`src/design/hse_pkg.sv`:
```
`default_nettype none
package hse_pkg;

    localparam int IN_W  = 32;
    localparam int OUT_W = 32;
    localparam int EXT_W = 64;

    localparam int ST_W = 4;
    typedef logic [ST_W-1:0] state_t;

    localparam state_t ST_COLLECT  = 4'd0;
    localparam state_t ST_BLD_RD   = 4'd1;
    localparam state_t ST_BLD_LD   = 4'd2;
    localparam state_t ST_SIFT_RD  = 4'd3;
    localparam state_t ST_SIFT_C1  = 4'd4;
    localparam state_t ST_SIFT_C2  = 4'd5;
    localparam state_t ST_SIFT_END = 4'd6;
    localparam state_t ST_EXT_RD   = 4'd7;
    localparam state_t ST_EXT_LD   = 4'd8;
    localparam state_t ST_OUT_RD   = 4'd9;
    localparam state_t ST_OUT_SHOW = 4'd10;

endpackage
`default_nettype wire

```
`src/design/hse_store.sv`:
```
`default_nettype none
module hse_store #(
    parameter int DEPTH = 64,
    parameter int WIDTH = 32,
    parameter int AW    = 6
) (
    input  wire logic             clk,
    input  wire logic             we,
    input  wire logic [AW-1:0]    waddr,
    input  wire logic [WIDTH-1:0] wdata,
    input  wire logic             re_a,
    input  wire logic [AW-1:0]    raddr_a,
    output logic      [WIDTH-1:0] rdata_a,
    input  wire logic             re_b,
    input  wire logic [AW-1:0]    raddr_b,
    output logic      [WIDTH-1:0] rdata_b
);

    logic [WIDTH-1:0] mem [0:DEPTH-1];

    always_ff @(posedge clk)
    begin
        if (we)
        begin
            mem[waddr] <= wdata;
        end
    end

    // read data holds until the next read on that port
    always_ff @(posedge clk)
    begin
        if (re_a)
        begin
            rdata_a <= mem[raddr_a];
        end
        if (re_b)
        begin
            rdata_b <= mem[raddr_b];
        end
    end

endmodule
`default_nettype wire

```
`src/design/heap_sort_engine_core.sv`:
```
`default_nettype none
// values are stored one per cycle while collecting; after the last one each sift of the
// in-place heap sort loads its value, then per level reads both children, compares them and
// moves the larger child up, and ends by writing the value back; each sorted value is then read
// and presented; one set at a time, the single compare unit and the two-read store set the pace
// reset: state and item count clear at once, input is ready and output valid drops; store contents stay undefined
module heap_sort_engine_core #(
    parameter int MAX_ITEMS  = 64,
    parameter int DATA_WIDTH = 32
) (
    input  wire logic                     clk,
    input  wire logic                     rst_n,
    input  wire logic                     s_axis_tvalid,
    output logic                          s_axis_tready,
    input  wire logic [hse_pkg::IN_W-1:0] s_axis_tdata,  // [31:0] value
    input  wire logic                     s_axis_tlast,  // is_last
    output logic                          m_axis_tvalid,
    input  wire logic                     m_axis_tready,
    output logic [hse_pkg::OUT_W-1:0]     m_axis_tdata,  // [31:0] sorted_value
    output logic                          m_axis_tlast   // end_of_run
);

    import hse_pkg::*;

    localparam int AW = $clog2(MAX_ITEMS);
    localparam int CW = $clog2(MAX_ITEMS + 1);
    localparam int IW = AW + 2;

    state_t          state_reg, state_next;
    logic [CW-1:0]   count_reg, count_next;
    logic [CW-1:0]   n_reg, n_next;
    logic [CW-1:0]   len_reg, len_next;
    logic [CW-1:0]   bld_reg, bld_next;
    logic [CW-1:0]   ext_reg, ext_next;
    logic [AW-1:0]   node_reg, node_next;
    logic [AW-1:0]   out_idx_reg, out_idx_next;
    logic            extract_reg, extract_next;
    logic            best_child_reg, best_child_next;
    logic [AW-1:0]   best_idx_reg, best_idx_next;
    logic [DATA_WIDTH-1:0] cur_reg, cur_next;
    logic [DATA_WIDTH-1:0] best_val_reg, best_val_next;

    logic                  we;
    logic [AW-1:0]         waddr;
    logic [DATA_WIDTH-1:0] wdata;
    logic                  re_a, re_b;
    logic [AW-1:0]         raddr_a, raddr_b;
    logic [DATA_WIDTH-1:0] rd_a, rd_b;

    logic signed [EXT_W-1:0] in_ext, out_ext;
    logic [IW-1:0]   left_idx, right_idx, len_ext;
    logic [DATA_WIDTH-1:0] cmp_a, cmp_b;
    logic            gt;
    logic            room;
    logic [CW-1:0]   n_new;
    logic            take_right;

    hse_store #(
        .DEPTH (MAX_ITEMS),
        .WIDTH (DATA_WIDTH),
        .AW    (AW)
    ) u_store (
        .clk     (clk),
        .we      (we),
        .waddr   (waddr),
        .wdata   (wdata),
        .re_a    (re_a),
        .raddr_a (raddr_a),
        .rdata_a (rd_a),
        .re_b    (re_b),
        .raddr_b (raddr_b),
        .rdata_b (rd_b)
    );

    assign in_ext  = EXT_W'(signed'(s_axis_tdata));
    assign out_ext = EXT_W'(signed'(rd_a));

    assign left_idx  = IW'({node_reg, 1'b1});
    assign right_idx = left_idx + IW'(1);
    assign len_ext   = IW'(len_reg);

    // shared compare unit: child against current value, then right child against the winner
    assign cmp_a = (state_reg == ST_SIFT_C1) ? rd_a : rd_b;
    assign cmp_b = (state_reg == ST_SIFT_C1) ? cur_reg : best_val_reg;
    assign gt    = signed'(cmp_a) > signed'(cmp_b);

    assign room  = count_reg < CW'(MAX_ITEMS);
    assign n_new = count_reg + CW'(room);
    assign take_right = (right_idx < len_ext) && gt;

    assign s_axis_tready = (state_reg == ST_COLLECT);
    assign m_axis_tvalid = (state_reg == ST_OUT_SHOW);
    assign m_axis_tdata  = out_ext[OUT_W-1:0];
    assign m_axis_tlast  = (CW'(out_idx_reg) == n_reg - CW'(1));

    always_comb
    begin
        state_next      = state_reg;
        count_next      = count_reg;
        n_next          = n_reg;
        len_next        = len_reg;
        bld_next        = bld_reg;
        ext_next        = ext_reg;
        node_next       = node_reg;
        out_idx_next    = out_idx_reg;
        extract_next    = extract_reg;
        best_child_next = best_child_reg;
        best_idx_next   = best_idx_reg;
        cur_next        = cur_reg;
        best_val_next   = best_val_reg;
        we      = 1'b0;
        waddr   = node_reg;
        wdata   = cur_reg;
        re_a    = 1'b0;
        re_b    = 1'b0;
        raddr_a = node_reg;
        raddr_b = right_idx[AW-1:0];

        case (state_reg)
            ST_COLLECT:
            begin
                if (s_axis_tvalid)
                begin
                    if (room)
                    begin
                        we    = 1'b1;
                        waddr = count_reg[AW-1:0];
                        wdata = in_ext[DATA_WIDTH-1:0];
                    end
                    count_next = n_new;
                    if (s_axis_tlast)
                    begin
                        n_next       = n_new;
                        out_idx_next = '0;
                        if (n_new < CW'(2))
                        begin
                            state_next = ST_OUT_RD;
                        end
                        else
                        begin
                            bld_next     = n_new >> 1;
                            node_next    = AW'((n_new >> 1) - CW'(1));
                            len_next     = n_new;
                            extract_next = 1'b0;
                            state_next   = ST_BLD_RD;
                        end
                    end
                end
            end
            ST_BLD_RD:
            begin
                re_a       = 1'b1;
                raddr_a    = node_reg;
                state_next = ST_BLD_LD;
            end
            ST_BLD_LD:
            begin
                cur_next   = rd_a;
                state_next = ST_SIFT_RD;
            end
            ST_SIFT_RD:
            begin
                if (left_idx < len_ext)
                begin
                    re_a       = 1'b1;
                    re_b       = 1'b1;
                    raddr_a    = left_idx[AW-1:0];
                    raddr_b    = right_idx[AW-1:0];
                    state_next = ST_SIFT_C1;
                end
                else
                begin
                    state_next = ST_SIFT_END;
                end
            end
            ST_SIFT_C1:
            begin
                best_val_next   = gt ? rd_a : cur_reg;
                best_child_next = gt;
                best_idx_next   = left_idx[AW-1:0];
                state_next      = ST_SIFT_C2;
            end
            ST_SIFT_C2:
            begin
                if (take_right || best_child_reg)
                begin
                    // larger child moves up into the hole
                    we         = 1'b1;
                    waddr      = node_reg;
                    wdata      = take_right ? rd_b : best_val_reg;
                    node_next  = take_right ? right_idx[AW-1:0] : best_idx_reg;
                    state_next = ST_SIFT_RD;
                end
                else
                begin
                    state_next = ST_SIFT_END;
                end
            end
            ST_SIFT_END:
            begin
                we    = 1'b1;
                waddr = node_reg;
                wdata = cur_reg;
                if (!extract_reg)
                begin
                    if (bld_reg == CW'(1))
                    begin
                        ext_next     = n_reg - CW'(1);
                        extract_next = 1'b1;
                        state_next   = ST_EXT_RD;
                    end
                    else
                    begin
                        bld_next   = bld_reg - CW'(1);
                        node_next  = AW'(bld_reg - CW'(2));
                        state_next = ST_BLD_RD;
                    end
                end
                else
                begin
                    if (ext_reg == CW'(1))
                    begin
                        out_idx_next = '0;
                        state_next   = ST_OUT_RD;
                    end
                    else
                    begin
                        ext_next   = ext_reg - CW'(1);
                        state_next = ST_EXT_RD;
                    end
                end
            end
            ST_EXT_RD:
            begin
                re_a       = 1'b1;
                re_b       = 1'b1;
                raddr_a    = '0;
                raddr_b    = ext_reg[AW-1:0];
                state_next = ST_EXT_LD;
            end
            ST_EXT_LD:
            begin
                // root goes to the end, the end value sifts down from the root
                we         = 1'b1;
                waddr      = ext_reg[AW-1:0];
                wdata      = rd_a;
                cur_next   = rd_b;
                node_next  = '0;
                len_next   = ext_reg;
                state_next = ST_SIFT_RD;
            end
            ST_OUT_RD:
            begin
                re_a       = 1'b1;
                raddr_a    = out_idx_reg;
                state_next = ST_OUT_SHOW;
            end
            ST_OUT_SHOW:
            begin
                if (m_axis_tready)
                begin
                    if (m_axis_tlast)
                    begin
                        count_next = '0;
                        state_next = ST_COLLECT;
                    end
                    else
                    begin
                        out_idx_next = out_idx_reg + AW'(1);
                        state_next   = ST_OUT_RD;
                    end
                end
            end
            default:
            begin
                state_next = ST_COLLECT;
            end
        endcase
    end

    always_ff @(posedge clk or negedge rst_n)
    begin
        if (!rst_n)
        begin
            state_reg      <= ST_COLLECT;
            count_reg      <= '0;
            n_reg          <= '0;
            len_reg        <= '0;
            bld_reg        <= '0;
            ext_reg        <= '0;
            node_reg       <= '0;
            out_idx_reg    <= '0;
            extract_reg    <= 1'b0;
            best_child_reg <= 1'b0;
            best_idx_reg   <= '0;
        end
        else
        begin
            state_reg      <= state_next;
            count_reg      <= count_next;
            n_reg          <= n_next;
            len_reg        <= len_next;
            bld_reg        <= bld_next;
            ext_reg        <= ext_next;
            node_reg       <= node_next;
            out_idx_reg    <= out_idx_next;
            extract_reg    <= extract_next;
            best_child_reg <= best_child_next;
            best_idx_reg   <= best_idx_next;
        end
    end

    always_ff @(posedge clk)
    begin
        cur_reg      <= cur_next;
        best_val_reg <= best_val_next;
    end

endmodule
`default_nettype wire
```
`config.mk`:
```
export PLATFORM = sky130hd
export DESIGN_NAME = heap_sort_engine_core
export DESIGN_NICKNAME = d
export VERILOG_FILES = /design/src/design/hse_pkg.sv /design/src/design/hse_store.sv /design/src/design/heap_sort_engine_core.sv
export SDC_FILE = /design/constraint.sdc
export NUM_CORES = 2
export LEC_CHECK = 0
export ABC_CLOCK_PERIOD_IN_PS = 8100
export BUFFER_PORTS_ARGS = -buffer_cell sky130_fd_sc_hd__buf_4
export CAP_MARGIN = 5
export CELL_PAD_IN_SITES_DETAIL_PLACEMENT = 1
export CELL_PAD_IN_SITES_GLOBAL_PLACEMENT = 1
export CORE_AREA = 3 3 500 502
export DETAILED_ROUTE_END_ITERATION = 8
export DIE_AREA = 0 0 503 505
export PLACE_DENSITY = 0.63
export SLEW_MARGIN = 10
export SYNTH_ARGS = -nofsm -noshare
export SYNTH_HDL_FRONTEND = slang
export SYNTH_HIERARCHICAL = 1
export SYNTH_SLANG_ARGS = --single-unit
```
`constraint.sdc`:
```
create_clock -name clk -period 8.1 [get_ports clk]
set_clock_uncertainty 0.1 [all_clocks]
set_input_delay 0.405 -clock clk [delete_from_list [all_inputs] [get_ports clk]]
set_output_delay 0.405 -clock clk [all_outputs]
set_load 0.005 [all_outputs]
```
# ---- Word-level counts from Yosys, hierarchy flattened
# Memories as Yosys holds them, arrays and structs flattened. A register that Yosys moved wholly into a read port is not among the register bits.
# Cells that the tools add are included.
dict set report op_classes {
  add_sub_neg 8
  order_cmp 5
  n_eq_ne 25
  muxes 73
  reduce_logical 22
}
# cell count
set ops {}
lappend ops {{$mux W32} 7}
lappend ops {{$mux W6} 17}
lappend ops {{$mux W7} 14}
lappend ops {{$pmux W32 S3} 1}
lappend ops {{$pmux W32 S2} 1}
lappend ops {{$pmux W7 S2} 3}
lappend ops {{$pmux W4 S10} 1}
lappend ops {{$pmux W6 S3} 2}
lappend ops {{$gt A32 B32 Y1} 1}
lappend ops {{$mux W4} 7}
lappend ops {{$pmux W6 S4} 1}
lappend ops {{$sub A7 B1 Y7 const B} 3}
lappend ops {{$ne A2 B2 Y1 const B} 9}
lappend ops {{$eq A4 B3 Y1 const B} 4}
lappend ops {{$eq A7 B1 Y1 const B} 2}
lappend ops {{$reduce_and A7 Y1} 2}
lappend ops {{$eq A4 B4 Y1 const B} 3}
lappend ops {{$pmux W6 S2} 1}
lappend ops {{$reduce_and A4 Y1} 3}
lappend ops {{$mux W1} 11}
lappend ops {{$reduce_bool A2 Y1} 5}
lappend ops {{$reduce_and A3 Y1} 3}
lappend ops {{$add A7 B1 Y8 const B} 1}
lappend ops {{$eq A4 B2 Y1 const B} 2}
lappend ops {{23 further kinds} 29}
dict set report word_totals {
  register_bits 123
  mem_bits_rw 2048
  input_bits 37
  out_inout_bits 35
  word_cells 147
  n_memories 1
}
# memory words word_bits rd rd_clocked_by_memory_dff wr line
set memory_table {}
lappend memory_table {u_store.mem 64 32 2 2 1 hse_store.sv:19} ;# logic [WIDTH-1:0] mem [0:DEPTH-1];

# ---- Depth between registers and ports, before layout
dict set report depth {
  depth_word 9
  depth_mapped 21
  depth_no_buf 19
}

# ---- By module
# The synthesis kept the hierarchy.
# mod n_inst cells_per_inst area_each_um2 seq_area_each_um2
set modules_own_cells {}
lappend modules_own_cells {hse_store 1 4409 96356.2 63420.8}
lappend modules_own_cells {heap_sort_engine_core 1 980 9394.0 3398.3}

# ---- Worst setup path before layout
# OpenSTA, ideal clock, no wires.
dict set report synth_path {
  kind {reg2reg}
  from {reg state_reg[1]}
  to {mem u_store.mem[48][0], enable pin}
  setup_time_ns 0.461
  arrival_time_ns 6.864
  t_required_ns 7.539
  path_slack_ns 0.675
  path_stages_with_launch 20
  n_path_buf 3
  synth_period_minus_slack_ns 7.425
  path_cell_list {dfrtp_1 clkbuf_1 clkbuf_1 or3_1 inv_2 buf_1 nand2_1 nand2_1 ha_1 and3_1 nand4_2 or3_4 o211ai_2 o31a_2 o21a_4 a21oi_1 nor2_1 or4_1 nand4b_1 nor3_1}
}
dict set report synth_via {
  elab_chain_cells 9
  word_cells_on_any_way 16
  classes_between {1 x order compare; 4 x eq/ne; 7 x mux; 4 x reduce/logical}
}
# element line
set synth_lines {}
lappend synth_lines {{from (decl)} heap_sort_engine_core.sv:29} ;# state_t state_reg, state_next;
lappend synth_lines {{from (signal assigned)} heap_sort_engine_core.sv:299} ;# state_reg <= state_next;
lappend synth_lines {{$eq A4 B3 Y1} {heap_sort_engine_core.sv:83, heap_sort_engine_core.sv:84}}
lappend synth_lines {{$mux W32 (on tied branches)} {heap_sort_engine_core.sv:83, heap_sort_engine_core.sv:84}}
lappend synth_lines {{$gt A32 B32 Y1} heap_sort_engine_core.sv:85} ;# assign gt = signed'(cmp_a) > signed'(cmp_b);
lappend synth_lines {{$logic_and A1 B1 Y1} heap_sort_engine_core.sv:89} ;# assign take_right = (right_idx < len_ext) && gt;
lappend synth_lines {{$logic_or A1 B1 Y1} heap_sort_engine_core.sv:185} ;# if (take_right || best_child_reg)
lappend synth_lines {{$mux W1} heap_sort_engine_core.sv:185}
lappend synth_lines {{$pmux W1 S3 *} heap_sort_engine_core.sv:119} ;# case (state_reg)
lappend synth_lines {{via we} heap_sort_engine_core.sv:43} ;# logic we;
lappend synth_lines {{$mux W1 *} hse_store.sv:23} ;# if (we)
lappend synth_lines {{$mux W1 (not written as such) *} hse_store.sv:25} ;# mem[waddr] <= wdata;
lappend synth_lines {{to (decl)} hse_store.sv:19}
# The timed path passes the listed nets; every way through them passes the cells marked *.

# ---- Final worst setup path
dict set report layout_path {
  from {reg state_reg[2]}
  to {mem u_store.mem[22][7], enable pin}
}
# Same word-level chain as after synthesis.

==> impl_metrics.toml <==
[logic_synthesis]
synthMostInstantiatedCell = "edfxtp_1"
synth_top_area_frac = 0.6179
synth_seq_cells = 2235
async_flop_share = 0.02640
synth_flop_cell = "edfxtp_1"
synth_cells = 5389
synth_edf_count = 2176
syn_area_sq_um = 105800
yosysSeqAreaShare = 0.6319
yosysWarnings = 6
yosysTopAreaCell = "edfxtp_1"
avgSynthCellArea_sq_um = 19.62
synthTopCellsByArea = "edfxtp_1 (62%), mux4_2 (24%), mux2i_1 (2.3%), mux2_2 (1.4%), dfrtp_1 (1.4%)"
synth_common_cells = "edfxtp_1 (2176), mux4_2 (1124), nand2_1 (249), mux2i_1 (245), clkbuf_1 (164)"
synth_nets = 5482
synthDistinctLibCells = 72

[critical_path]
cpMaxStageDelayCell = "nand3_1"
path_max_fanout = 57
rr_endpoint = "u_store/mem[22][7]$_DFFE_PP_"
r2r-start = "state_reg[2]$_DFFE_PN0P_"
endpoint = "u_store/mem[22][7]$_DFFE_PP_"
cp-start-kind = "flip-flop"
crit_chain = "nand2_1 > or3_4 > inv_2 > buf_12 > nand2_1 > nand2_1 > ha_1 > a21o_1 > a21o_1 > a221oi_1 > o211ai_2 > nor4_1 > o21a_4 > a21oi_1 > nor2_4 > or4_1 > nor2b_1 > nand3_1 > nor2_4 > buf_4"
critPathTopFamily = "simple AND/OR/NAND/NOR gates"
critical_path_class = "reg -> reg"
arrival_ns = 7.93
ff2ff_setup_slack_ns = 0.56
max_stage_delay_ns = 0.82
critPathMostFrequentCell = "nand2_1"
cp-startpoint = "state_reg[2]$_DFFE_PN0P_"
worst_ep_required_time_ns = 8.50
cp-end-kind = "flip-flop"
path_depth = 20
reg2reg_depth = 20
cp_num_buf_inv = 3

[clock_network]
cts_buffer_depth = 3
root_buffer = "clkbuf_16"
insertion_delay_ns = 0.89
post_cts_resized = 0
cts.htree.levels = 4
cts_tree = "done"
clkTransAtPathRegs_ns = 0.06
numCtsBuffers = 236
clock-sinks = 2235

[sta]
rsz0062_at_grt = "false"
setup_viol = 0
fin_crit_sh = 0.9303
fin_crit_ns = 7.535
slew_headroom = 0.1126
tightest_slew_ns = 1.331
setup_tns_ns = 0
slew_violations = 0
max_freq_ghz = 0.1327
finalHoldViolations = 0

[grt]
grt_pass1_vias = 61288
grt_pass1_wl_mm = 489.7
overflow = 0
track_usage = 0.2713
antenna_found_initial = 31
grt_max_degree = 117

[die]
die_w_um = 503
die_y_um = 505
core_sq_um = 245700
initial_core_util = 0.4304
io_pins = 72
die-area_sq_um = 254000
row_count = 182

[detailed_routing]
drt_iter0_drc = 8771
dr.pass1.iters = 7
totalWireLength_mm = 344.6
vias_per_cell = 6.704
ant_nets = 0
drc = 0
vias = 59963
wl_per_cell_um = 38.52

[flow_run]
drv_cap = 0

[cells_and_area]
areaGrowthSynthToFinish_pct = 12.26
regMostFlops = "u_store/mem"
drive_above_1_share = 0.3517
nNetsFinal = 5606
largest_register_ffs = 2048

[placement]
place_hpwl_mm = 225.9
io_buffers = 71
gp_congestion = 0.8481

[outcome]
status = "complete, no violations"

[hold_path]
hp-class = "in -> async"
[metrics by stage]
| stage | hold WS (ns) | area (sq um) | utilization | std cells | setup WS (ns) |
|---|---|---|---|---|---|
| detailed placement | 0.3611 | 110900 | 0.4513 | 8491 | 0.7166 |
| CTS | 0.02349 | 118700 | 0.4831 | 8940 | 0.6290 |
| floorplan | 0.009409 | 105800 | - | 5389 | 0.6752 |
| global route | 0.07625 | 118700 | 0.4831 | 8942 | 0.1882 |
| finish | 0.04700 | 118700 | 0.4832 | 8945 | 0.5647 |
| global placement | 0.3556 | 110900 | 0.4513 | 8491 | 0.8936 |
[final cells by class]
type	instances	area, sq um
antenna	4	10.01
clock buffer	281	6096
clock inverter	165	1693
fill	22066	127000
inverter	34	127.6
multi-input combinational	2713	37430
sequential	2235	66820
tap	3220	4029
timing repair buffer	293	2520
[layer usage]
layer / share of wire / GRT usage
met5: 0.00020 / 0
met4: 0.020 / 0.05598
met3: 0.095 / 0.05533
met2: 0.47 / 0.4164
met1: 0.42 / 0.4039
[how the worst min path moves through the flow]
stage	end	slack [ns]	cells after the start	start
2_1_floorplan	best_child_reg$_DFFE_PN0N_	0.009	0	rst_n
3_3_place_gp	best_idx_reg[0]$_DFFE_PN0N_	0.36	1	best_idx_reg[0]$_DFFE_PN0N_
3_5_place_dp	best_idx_reg[0]$_DFFE_PN0N_	0.36	1	best_idx_reg[0]$_DFFE_PN0N_
4_1_cts	n_reg[6]$_DFFE_PN0P_	0.02	5	s_axis_tlast
5_1_grt	bld_reg[2]$_DFFE_PN0P_	0.08	2	rst_n
6_report	bld_reg[2]$_DFFE_PN0P_	0.05	2	rst_n
[repair_timing]
action                                  in CTS  in global routing
endpoints found under the hold margin       64                  0
hold buffers                                 3                  0
setup buffers                                0                  0
endpoints found under the setup margin       0                  0
[cell families after synthesis]
| family | share of synthesized area |
|---|---|
| multiplexers | 0.2766 |
| adder cells (fa/ha/maj) | 0.006626 |
| AND/OR/NAND/NOR | 0.02350 |
| flip-flops | 0.6319 |
| AO/OA/AOI/OAI | 0.03777 |
| buffers and inverters | 0.02093 |
| XOR/XNOR | 0.002698 |
[worst register-to-register path, delay by kind of cell, from the launching register on]
family	cells	cell delay, ns
AO/OA/AOI/OAI	6	1.23
adder cells (fa/ha/maj)	1	0.24
buffers and inverters	3	1.08
flip-flops	1	0.64
AND/OR/NAND/NOR	10	3.81
[cells in the final DEF (no fill, tap or decap), drive strengths merged, types with 35 or more instances in the layout]
cell,count
edfxtp,2176
mux4,1124
buf,289
clkbuf,282
nand2,249
mux2i,245
nor2,134
mux2,132
clkinv,121
a21oi,98
o21ai,96
a22oi,94
dfrtp,59
o22ai,56
ha,56
a22o,38
inv,35
Power is not shown: default switching activity piles up to over one toggle a cycle in this logic, so the estimate is an artifact.
